### config.mk
export PLATFORM = sky130hd
export DESIGN_NAME = i2c_master_byte_engine_flat
export DESIGN_NICKNAME = d
export VERILOG_FILES = /design/src/i2cm_pkg.sv /design/src/i2cm_ifs.sv /design/src/i2c_master_byte_engine.sv /design/src/i2cm_core.sv /design/src/flat_wrapper.sv
export SDC_FILE = /design/constraint.sdc
export NUM_CORES = 1
export LEC_CHECK = 0
export ABC_CLOCK_PERIOD_IN_PS = 3650
export BUFFER_PORTS_ARGS = -buffer_cell sky130_fd_sc_hd__buf_4
export CAP_MARGIN = 40
export CORE_MARGIN = 2
export CORE_UTILIZATION = 30
export DETAILED_ROUTE_END_ITERATION = 10
export MAX_ROUTING_LAYER = met4
export REMOVE_ABC_BUFFERS = 1
export SLEW_MARGIN = 20
export SYNTH_ARGS = -nofsm -noshare
export SYNTH_HDL_FRONTEND = slang
export SYNTH_SLANG_ARGS = --single-unit
### constraint.sdc
create_clock -name clk -period 3.65 [get_ports clk]
set_input_delay 0.5475 -clock clk [delete_from_list [all_inputs] [get_ports clk]]
set_output_delay 0.5475 -clock clk [all_outputs]
set_load 0.01 [all_outputs]
### src/i2cm_pkg.sv
// ----------------------------------------------------------------------------
// i2cm_pkg
// Shared types and constants for the I2C master byte engine: command codes,
// phase codes, the input and result item records and the line-drive rules.
// ----------------------------------------------------------------------------
package i2cm_pkg;

	localparam int BITS_PER_BYTE = 8;
	localparam int HP_W = 16;
	localparam logic [HP_W-1:0] HALF_PERIOD_RESET = 16'd5;

	typedef enum logic [2:0] {
		CMD_NONE  = 3'd0,
		CMD_START = 3'd1,
		CMD_STOP  = 3'd2,
		CMD_WRITE = 3'd3,
		CMD_READ  = 3'd4
	} cmd_t;

	typedef enum logic [3:0] {
		PH_IDLE        = 4'd0,
		PH_ST_SDA_REL  = 4'd1,
		PH_ST_SCL_REL  = 4'd2,
		PH_ST_SDA_LOW  = 4'd3,
		PH_ST_SCL_LOW  = 4'd4,
		PH_SP_SDA_LOW  = 4'd5,
		PH_SP_SCL_REL  = 4'd6,
		PH_SP_SDA_REL  = 4'd7,
		PH_BIT_LOW     = 4'd8,
		PH_BIT_HIGH    = 4'd9,
		PH_ACK_LOW     = 4'd10,
		PH_ACK_HIGH    = 4'd11,
		PH_FINAL       = 4'd12
	} phase_t;

	typedef struct packed {
		logic [2:0] op;
		logic [7:0] tx_byte;
		logic       send_ack;
		logic       sda_in;
		logic       scl_in;
	} in_item_t;

	typedef struct packed {
		logic       scl_release;
		logic       sda_release;
		logic       busy_res;
		logic       accepted;
		logic       done_res;
		logic [7:0] rx_byte;
		logic       ack_seen;
	} out_item_t;

	// Line drives on the first tick of a phase; bit 1 is SCL, bit 0 is SDA.
	function automatic logic [1:0] phase_drive(
		input phase_t     p,
		input cmd_t       cmd,
		input logic [7:0] shift,
		input logic [3:0] bit_cnt,
		input logic       ack,
		input logic [1:0] cur
	);
		logic [1:0] d;
		logic [2:0] idx;
		d = cur;
		idx = 3'(BITS_PER_BYTE - 1) - bit_cnt[2:0];
		case (p)
			PH_ST_SDA_REL: d[0] = 1'b1;
			PH_ST_SCL_REL: d[1] = 1'b1;
			PH_ST_SDA_LOW: d[0] = 1'b0;
			PH_ST_SCL_LOW: d[1] = 1'b0;
			PH_SP_SDA_LOW: d[0] = 1'b0;
			PH_SP_SCL_REL: d[1] = 1'b1;
			PH_SP_SDA_REL: d[0] = 1'b1;
			PH_BIT_LOW: begin
				d[1] = 1'b0;
				d[0] = (cmd == CMD_WRITE) ? shift[idx] : 1'b1;
			end
			PH_BIT_HIGH: d[1] = 1'b1;
			PH_ACK_LOW: begin
				d[1] = 1'b0;
				d[0] = (cmd == CMD_READ) ? ~ack : 1'b1;
			end
			PH_ACK_HIGH: d[1] = 1'b1;
			default: d = 2'b01;
		endcase
		return d;
	endfunction

endpackage

### src/i2cm_ifs.sv
// ----------------------------------------------------------------------------
// i2cm channel interfaces
// Valid/ready channels for command ticks, results and the phase-length write.
// ----------------------------------------------------------------------------
interface i2cm_in_if;
	logic       valid;
	logic       ready;
	logic [2:0] op;
	logic [7:0] tx_byte;
	logic       send_ack;
	logic       sda_in;
	logic       scl_in;

	modport source (output valid, op, tx_byte, send_ack, sda_in, scl_in, input ready);
	modport sink (input valid, op, tx_byte, send_ack, sda_in, scl_in, output ready);
endinterface

interface i2cm_out_if;
	logic       valid;
	logic       ready;
	logic       scl_release;
	logic       sda_release;
	logic       busy_res;
	logic       accepted;
	logic       done_res;
	logic [7:0] rx_byte;
	logic       ack_seen;

	modport source (output valid, scl_release, sda_release, busy_res, accepted, done_res,
		rx_byte, ack_seen, input ready);
	modport sink (input valid, scl_release, sda_release, busy_res, accepted, done_res,
		rx_byte, ack_seen, output ready);
endinterface

interface i2cm_cfg_if;
	logic        valid;
	logic        ready;
	logic [15:0] data;

	modport source (output valid, data, input ready);
	modport sink (input valid, data, output ready);
endinterface

### src/i2c_master_byte_engine.sv
// ----------------------------------------------------------------------------
// i2c_master_byte_engine
// I2C master tick engine: command ticks are registered, stepped through the
// phase sequencer and delivered as one registered result per tick.
//
// Channel   Dir  Contents
// in_ch     in   op, tx_byte, send_ack, sda_in, scl_in (one bus tick)
// out_ch    out  line releases, busy/accepted/done flags, rx_byte, ack_seen
// cfg_ch    in   half_period_ticks
//
// A request passes the input register and then the result register before its
// result is offered; one is accepted every cycle unless the result stalls, set
// by the single step of the phase sequencer between the registers.
// Reset releases both lines, clears the sequencer and loads a phase length of 5.
// A stalled result holds the pipeline; the input register takes one more request
// while the result register waits, and then the input stalls as well.
// ----------------------------------------------------------------------------
module i2c_master_byte_engine (
	input  logic        clk,
	input  logic        arst_n,
	i2cm_in_if.sink     in_ch,
	i2cm_out_if.source  out_ch,
	i2cm_cfg_if.sink    cfg_ch
);
	import i2cm_pkg::*;

	logic            valid_s1;
	in_item_t        item_s1;
	logic            valid_s2;
	out_item_t       res_s2;
	out_item_t       res_next;
	logic [HP_W-1:0] half_period_q;
	logic            adv;

	assign adv = !valid_s2 || out_ch.ready;
	assign in_ch.ready = !valid_s1 || adv;
	assign cfg_ch.ready = 1'b1;

	always_ff @(posedge clk or negedge arst_n) begin
		if (!arst_n) begin
			half_period_q <= HALF_PERIOD_RESET;
		end else if (cfg_ch.valid) begin
			half_period_q <= cfg_ch.data;
		end
	end

	always_ff @(posedge clk or negedge arst_n) begin
		if (!arst_n) begin
			valid_s1 <= 1'b0;
			valid_s2 <= 1'b0;
		end else begin
			if (in_ch.valid && in_ch.ready) begin
				valid_s1 <= 1'b1;
			end else if (adv) begin
				valid_s1 <= 1'b0;
			end
			if (adv) begin
				valid_s2 <= valid_s1;
			end
		end
	end

	always_ff @(posedge clk) begin
		if (in_ch.valid && in_ch.ready) begin
			item_s1.op       <= in_ch.op;
			item_s1.tx_byte  <= in_ch.tx_byte;
			item_s1.send_ack <= in_ch.send_ack;
			item_s1.sda_in   <= in_ch.sda_in;
			item_s1.scl_in   <= in_ch.scl_in;
		end
		if (adv && valid_s1) begin
			res_s2 <= res_next;
		end
	end

	i2cm_core u_core (
		.clk         (clk),
		.arst_n      (arst_n),
		.en          (adv && valid_s1),
		.item        (item_s1),
		.half_period (half_period_q),
		.res         (res_next)
	);

	assign out_ch.valid       = valid_s2;
	assign out_ch.scl_release = res_s2.scl_release;
	assign out_ch.sda_release = res_s2.sda_release;
	assign out_ch.busy_res    = res_s2.busy_res;
	assign out_ch.accepted    = res_s2.accepted;
	assign out_ch.done_res    = res_s2.done_res;
	assign out_ch.rx_byte     = res_s2.rx_byte;
	assign out_ch.ack_seen    = res_s2.ack_seen;

	a_accept_busy: assert property (@(posedge clk) disable iff (!arst_n)
		valid_s2 && res_s2.accepted |-> res_s2.busy_res)
		else $error("accepted command did not leave the engine busy");

	a_done_idle: assert property (@(posedge clk) disable iff (!arst_n)
		valid_s2 && res_s2.done_res |-> !res_s2.busy_res && !res_s2.accepted)
		else $error("done reported while still busy");

	a_free_ready: assert property (@(posedge clk) disable iff (!arst_n)
		!valid_s2 |-> in_ch.ready)
		else $error("input stalled while the result register is empty");

	a_stall_hold: assert property (@(posedge clk) disable iff (!arst_n)
		valid_s2 && !out_ch.ready |=> valid_s2 && $stable(res_s2))
		else $error("stalled result changed");

endmodule

### src/i2cm_core.sv
// ----------------------------------------------------------------------------
// i2cm_core
// Bus phase sequencer: holds the command state and advances it by one tick
// per enabled cycle, producing that tick's result.
// ----------------------------------------------------------------------------
module i2cm_core (
	input  logic                  clk,
	input  logic                  arst_n,
	input  logic                  en,
	input  i2cm_pkg::in_item_t    item,
	input  logic [15:0]           half_period,
	output i2cm_pkg::out_item_t   res
);
	import i2cm_pkg::*;

	phase_t     step_q, step_n;
	cmd_t       cmd_q, cmd_n;
	logic [3:0] bits_q, bits_n;
	logic [7:0] shift_q, shift_n;
	logic [HP_W-1:0] timer_q, timer_n;
	logic       ack_q, ack_n;
	logic [1:0] drive_q, drive_n;
	logic       last_ack_q, last_ack_n;
	logic [7:0] rx_q, rx_n;
	logic       acc, done;
	logic [HP_W-1:0] reload;
	phase_t     enter_p;
	logic       do_enter;

	assign reload = (half_period == '0) ? '0 : half_period - 1'b1;

	always_ff @(posedge clk or negedge arst_n) begin
		if (!arst_n) begin
			step_q     <= PH_IDLE;
			cmd_q      <= CMD_NONE;
			bits_q     <= '0;
			shift_q    <= '0;
			timer_q    <= '0;
			ack_q      <= 1'b0;
			drive_q    <= 2'b11;
			last_ack_q <= 1'b1;
			rx_q       <= '0;
		end else if (en) begin
			step_q     <= step_n;
			cmd_q      <= cmd_n;
			bits_q     <= bits_n;
			shift_q    <= shift_n;
			timer_q    <= timer_n;
			ack_q      <= ack_n;
			drive_q    <= drive_n;
			last_ack_q <= last_ack_n;
			rx_q       <= rx_n;
		end
	end

	always_comb begin
		step_n     = step_q;
		cmd_n      = cmd_q;
		bits_n     = bits_q;
		shift_n    = shift_q;
		timer_n    = timer_q;
		ack_n      = ack_q;
		last_ack_n = last_ack_q;
		rx_n       = rx_q;
		acc        = 1'b0;
		done       = 1'b0;
		do_enter   = 1'b0;
		enter_p    = PH_IDLE;
		case (step_q)
			PH_IDLE: begin
				if (item.op >= 3'(CMD_START) && item.op <= 3'(CMD_READ)) begin
					acc = 1'b1;
					cmd_n = cmd_t'(item.op);
					do_enter = 1'b1;
					if (item.op == 3'(CMD_START)) begin
						enter_p = PH_ST_SDA_REL;
					end else if (item.op == 3'(CMD_STOP)) begin
						enter_p = PH_SP_SDA_LOW;
					end else begin
						bits_n = '0;
						shift_n = (item.op == 3'(CMD_WRITE)) ? item.tx_byte : 8'h00;
						ack_n = item.send_ack;
						enter_p = PH_BIT_LOW;
					end
				end
			end
			default: begin
				if (step_q == PH_BIT_HIGH && cmd_q == CMD_READ && !item.scl_in) begin
					timer_n = timer_q;
				end else if (timer_q != '0) begin
					timer_n = timer_q - 1'b1;
				end else begin
					case (step_q)
						PH_ST_SCL_LOW, PH_SP_SDA_REL, PH_FINAL: begin
							if (step_q == PH_FINAL && cmd_q == CMD_READ) begin
								rx_n = shift_q;
							end
							step_n = PH_IDLE;
							done = 1'b1;
						end
						PH_BIT_HIGH: begin
							if (cmd_q == CMD_READ) begin
								shift_n = {shift_q[6:0], item.sda_in};
							end
							bits_n = bits_q + 1'b1;
							do_enter = 1'b1;
							enter_p = (bits_n >= 4'(BITS_PER_BYTE)) ? PH_ACK_LOW : PH_BIT_LOW;
						end
						PH_ACK_HIGH: begin
							if (cmd_q == CMD_WRITE) begin
								last_ack_n = item.sda_in;
							end
							do_enter = 1'b1;
							enter_p = PH_FINAL;
						end
						default: begin
							do_enter = 1'b1;
							enter_p = phase_t'(step_q + 1'b1);
						end
					endcase
				end
			end
		endcase
		if (do_enter) begin
			step_n = enter_p;
			timer_n = reload;
			drive_n = phase_drive(enter_p, cmd_n, shift_n, bits_n, ack_n, drive_q);
		end else begin
			drive_n = drive_q;
		end
	end

	always_comb begin
		res.scl_release = drive_n[1];
		res.sda_release = drive_n[0];
		res.busy_res    = (step_n != PH_IDLE);
		res.accepted    = acc;
		res.done_res    = done;
		res.rx_byte     = rx_n;
		res.ack_seen    = last_ack_n;
	end

endmodule

### src/flat_wrapper.sv
// flat-port wrapper written by rule: the top's interface ports become plain ports
module i2c_master_byte_engine_flat import i2cm_pkg::*;
  (clk, arst_n, in_ch_valid, in_ch_op, in_ch_tx_byte, in_ch_send_ack, in_ch_sda_in, in_ch_scl_in, in_ch_ready, out_ch_valid, out_ch_scl_release, out_ch_sda_release, out_ch_busy_res, out_ch_accepted, out_ch_done_res, out_ch_rx_byte, out_ch_ack_seen, out_ch_ready, cfg_ch_valid, cfg_ch_data, cfg_ch_ready);
  i2cm_in_if in_ch_i ();
  i2cm_out_if out_ch_i ();
  i2cm_cfg_if cfg_ch_i ();
  input  logic clk;
  input  logic arst_n;
  input wire logic [$bits(in_ch_i.valid)-1:0] in_ch_valid;
  input wire logic [$bits(in_ch_i.op)-1:0] in_ch_op;
  input wire logic [$bits(in_ch_i.tx_byte)-1:0] in_ch_tx_byte;
  input wire logic [$bits(in_ch_i.send_ack)-1:0] in_ch_send_ack;
  input wire logic [$bits(in_ch_i.sda_in)-1:0] in_ch_sda_in;
  input wire logic [$bits(in_ch_i.scl_in)-1:0] in_ch_scl_in;
  output wire logic [$bits(in_ch_i.ready)-1:0] in_ch_ready;
  output wire logic [$bits(out_ch_i.valid)-1:0] out_ch_valid;
  output wire logic [$bits(out_ch_i.scl_release)-1:0] out_ch_scl_release;
  output wire logic [$bits(out_ch_i.sda_release)-1:0] out_ch_sda_release;
  output wire logic [$bits(out_ch_i.busy_res)-1:0] out_ch_busy_res;
  output wire logic [$bits(out_ch_i.accepted)-1:0] out_ch_accepted;
  output wire logic [$bits(out_ch_i.done_res)-1:0] out_ch_done_res;
  output wire logic [$bits(out_ch_i.rx_byte)-1:0] out_ch_rx_byte;
  output wire logic [$bits(out_ch_i.ack_seen)-1:0] out_ch_ack_seen;
  input wire logic [$bits(out_ch_i.ready)-1:0] out_ch_ready;
  input wire logic [$bits(cfg_ch_i.valid)-1:0] cfg_ch_valid;
  input wire logic [$bits(cfg_ch_i.data)-1:0] cfg_ch_data;
  output wire logic [$bits(cfg_ch_i.ready)-1:0] cfg_ch_ready;
  assign in_ch_i.valid = in_ch_valid;
  assign in_ch_i.op = in_ch_op;
  assign in_ch_i.tx_byte = in_ch_tx_byte;
  assign in_ch_i.send_ack = in_ch_send_ack;
  assign in_ch_i.sda_in = in_ch_sda_in;
  assign in_ch_i.scl_in = in_ch_scl_in;
  assign in_ch_ready = in_ch_i.ready;
  assign out_ch_valid = out_ch_i.valid;
  assign out_ch_scl_release = out_ch_i.scl_release;
  assign out_ch_sda_release = out_ch_i.sda_release;
  assign out_ch_busy_res = out_ch_i.busy_res;
  assign out_ch_accepted = out_ch_i.accepted;
  assign out_ch_done_res = out_ch_i.done_res;
  assign out_ch_rx_byte = out_ch_i.rx_byte;
  assign out_ch_ack_seen = out_ch_i.ack_seen;
  assign out_ch_i.ready = out_ch_ready;
  assign cfg_ch_i.valid = cfg_ch_valid;
  assign cfg_ch_i.data = cfg_ch_data;
  assign cfg_ch_ready = cfg_ch_i.ready;
  i2c_master_byte_engine u_core (.clk(clk), .arst_n(arst_n), .in_ch(in_ch_i), .out_ch(out_ch_i), .cfg_ch(cfg_ch_i));
endmodule
==> summary.txt <==
status: finished clean
GRT Total Usage: 13.74%
reg-to-reg setup timing slack: 0.48 ns
met1 GRT Util: 18.22%
RSZ-0062 raised after global routing: no
post-synthesis cell area: 5243 um2
# rows: 48
Post-Route WL: 12000 um
CTS sink count: 93
Worst setup SP type: register
initial antenna violation count: 0
Initial DRC Count: 269
DRT Pass-1 Iters: 5
CTS resizes: 0
drt drc: 0
area grow syn2layout: 17.78%
top-area cell type share of the netlist area: 28.64%
largest net degree at the start of global routing: 66
Post-Route Setup TNS: 0 ns
FF-to-FF path depth: 11
sequential share of the synthesized area: 47.18%
GR Layer Usage met2: 21.13%
die height: 136.2 um
Worst R2R Start: u_core.u_core.step_q[0]
Slew HR: 46.85%
Bufs on Longest Clock Path: 2
Placer Congestion: 0.8785
CP Class: register to register
r2r endpoint: u_core.out_ch.sda_release
Die X: 136.2 um
largest family of logic cells by synthesized area: simple AND/OR/NAND/NOR gates
full die area: 18550 um2
Simple-Gate Fraction of Synth Area: 19.67%
vias in the first global route: 3856
Mapped Cells: 523
Worst Tran Pin Value: 0.7946 ns
top cell type by total area after synthesis: dfrtp_1
met3 global-route usage: 3.132%
global-route wire length before repair: 19550 um
Core Region: 17180 um2
number of CTS-inserted buffers: 9
top_reg_cell synth: dfrtp_1
count of final setup violators: 0
Clock Latency Late Sink: 0.35 ns
Final #Nets: 608
via count: 4121
area share of xor/xnor cells in the synthesized design: 2.506%
Diodes inserted: 0
Max Slew Vio Count: 0
Crit path required time: 3.74 ns
Leak: 2.378 nW
fillers: 1752
vias per std cell: 5.177
Worst Path Max Fanout: 11
TritonCTS clock tree: yes
fin crit share: 86.77%
Async S/R FF share, synth: 69.89%
CTS H-tree lvls: 3
Starting Density: 30.52%
Critical Path Sink Type: register
register area: 2474 um2
Fin Hold WS: 0.06114 ns
Power per Cell Area: 595.0 nW/um2
Final Skew: 0.008552 ns
Yosys Warn Count: 0
upper clock frequency limit: 315.7 MHz
Max-Cap Viols: 0
crit path DAT: 3.25 ns
flops & latches, synth: 93
synth top area cells: dfrtp_1 29%, edfxtp_1 16%, mux2_2 6.4%
clock root cell: clkbuf_16
Post-synth EDFFs: 28
DR WL/cell: 15.07 um
clock slew at reported path FFs: 0.07 ns
VDD IR-drop max: 0.2449 mV
multi-input logic area: 2590 um2
Synth Area in Adders: 1.671%
multiplexer area fraction after synthesis: 7.971%
post-DP HPWL: 8858 um
Avg Cell Area, Syn: 10.02 um2
fraction of layout cells with a size suffix above 1: 23.12%
Post-CTS Setup Inserts: 0
final hold violation count: 0
Hold Path Class: primary input to async pin
fin crit period: 3.167 ns
Routed Antenna Nets: 0
CTS Hold Bufs: 0
global route overflow: 0
I/O Pins: 52
# port buffers: 50
post-synthesis compound-gate area fraction: 17.52%
GR peak layer: met2
Cell variety after synth: 76
logic make-up (layout without fill, tap and decap cells):
group                    Yosys count  after routing
AND/OR/NAND/NOR                  181            181
flip-flops                        93             93
XOR/XNOR                          15             15
adder cells (fa/ha/maj)            7              7
multiplexers                      38             38
other                              1              1
buffers and inverters             42             90
AO/OA/AOI/OAI                    146            146
through the flow:
| stage | setup slack [ns] | cells | power [mW] | utilization, % | instance area (um2) |
|---|---|---|---|---|---|
| 2_1_floorplan | 0.3513 | 498 | 2.313 | - | 5127 |
| 3_3_place_gp | 0.6353 | 779 | 2.666 | 33.94 | 5829 |
| 3_5_place_dp | 0.5289 | 779 | 2.694 | 33.94 | 5829 |
| 4_1_cts | 0.5031 | 795 | 3.694 | 35.79 | 6147 |
| 5_1_grt | 0.2313 | 796 | 3.925 | 35.95 | 6175 |
| 6_report | 0.4828 | 796 | 3.674 | 35.95 | 6175 |
metal layers:
metal | part of all wire, % | up-vias
met5 | 0 | -
met4 | 1.3 | 0
met3 | 4.4 | 12
met2 | 48 | 87
met1 | 47 | 2021
li1 | - | 2001
cell usage in the layout (no fill, tap or decap), drive strengths merged, types with 5 or more instances in the layout:
cell type / n
edfxtp: 28
nand3: 6
nor4: 6
buf: 57
a31oi: 7
inv: 20
nor3b: 5
nor2: 44
nand2b: 8
nor3: 17
o21ai: 67
nand2: 46
nor2b: 6
a21oi: 31
and2: 10
mux2: 30
dfstp: 5
ha: 7
mux2i: 8
clkbuf: 9
a221oi: 7
xnor2: 12
nand4: 6
dfrtp: 60
synthesized netlist by cell type (5+ instances only):
library cell / number
nand4_1: 5
ha_1: 7
o21ai_0: 63
inv_1: 17
dfstp_2: 5
nand2b_1: 8
clkbuf_1: 16
xnor2_1: 12
nand3_1: 6
a21oi_1: 28
nand2_1: 46
mux2i_1: 8
a221oi_1: 6
mux2_2: 30
a31oi_1: 7
nor2b_1: 6
and2_1: 9
edfxtp_1: 28
dfrtp_1: 60
nor2_1: 43
nor3_1: 16
buf_2: 5
final cells by class:
cell class	count	area share, %
Clock buffer	9	3.647
Clock inverter	7	1.499
Inverter	17	1.033
Multi-Input combinational cell	388	41.95
Sequential cell	93	40.06
Tap cell	225	4.559
Timing Repair Buffer	57	7.254
worst max-delay path, stage by stage, from the launching register on:
cell      delay [ns]
dfrtp_1         0.44
inv_1           0.10
ha_1            0.27
or3b_1          0.56
a21oi_4         0.37
a211oi_1        0.10
a221oi_1        0.33
mux2i_1         0.16
a221oi_2        0.27
o21ai_1         0.12
nand2_1         0.10
nand3_1         0.08
registers in the layout (all words and copies together) (netlist names):
register and flops:
u_core.half_period_q 16, u_core.u_core.timer_q 16, u_core.item_s1 14, u_core.out_ch.rx_byte 8, u_core.u_core.rx_q 8, u_core.u_core.shift_q 8
u_core.u_core.bits_q 4, u_core.u_core.step_q 4, u_core.u_core.cmd_q 3, u_core.u_core.drive_q 2, u_core.out_ch.accepted 1, u_core.out_ch.ack_seen 1
u_core.out_ch.busy_res 1, u_core.out_ch.done_res 1, u_core.out_ch.scl_release 1, u_core.out_ch.sda_release 1, u_core.out_ch.valid 1, u_core.u_core.ack_q 1
u_core.u_core.last_ack_q 1, u_core.valid_s1 1
how the worst max path moves through the flow:
stage / from / end / slack, ns / depth (start not counted)
floorplan: u_core.u_core.timer_q[0] / u_core.u_core.timer_q[10] / 0.35 / 9
global placement: u_core.u_core.step_q[0] / u_core.out_ch.sda_release / 0.64 / 11
detailed placement: u_core.u_core.step_q[0] / u_core.out_ch.sda_release / 0.53 / 11
CTS: u_core.u_core.step_q[0] / u_core.out_ch.sda_release / 0.50 / 11
global route: u_core.u_core.step_q[0] / u_core.out_ch.sda_release / 0.23 / 11
finish: u_core.u_core.step_q[0] / u_core.out_ch.sda_release / 0.48 / 11
power breakdown:
group	internal, mW	switching [mW]
sequential	1.30	0.259
combinational	0.469	0.666
clock	0.549	0.436
(Power assumes the default switching activity.)
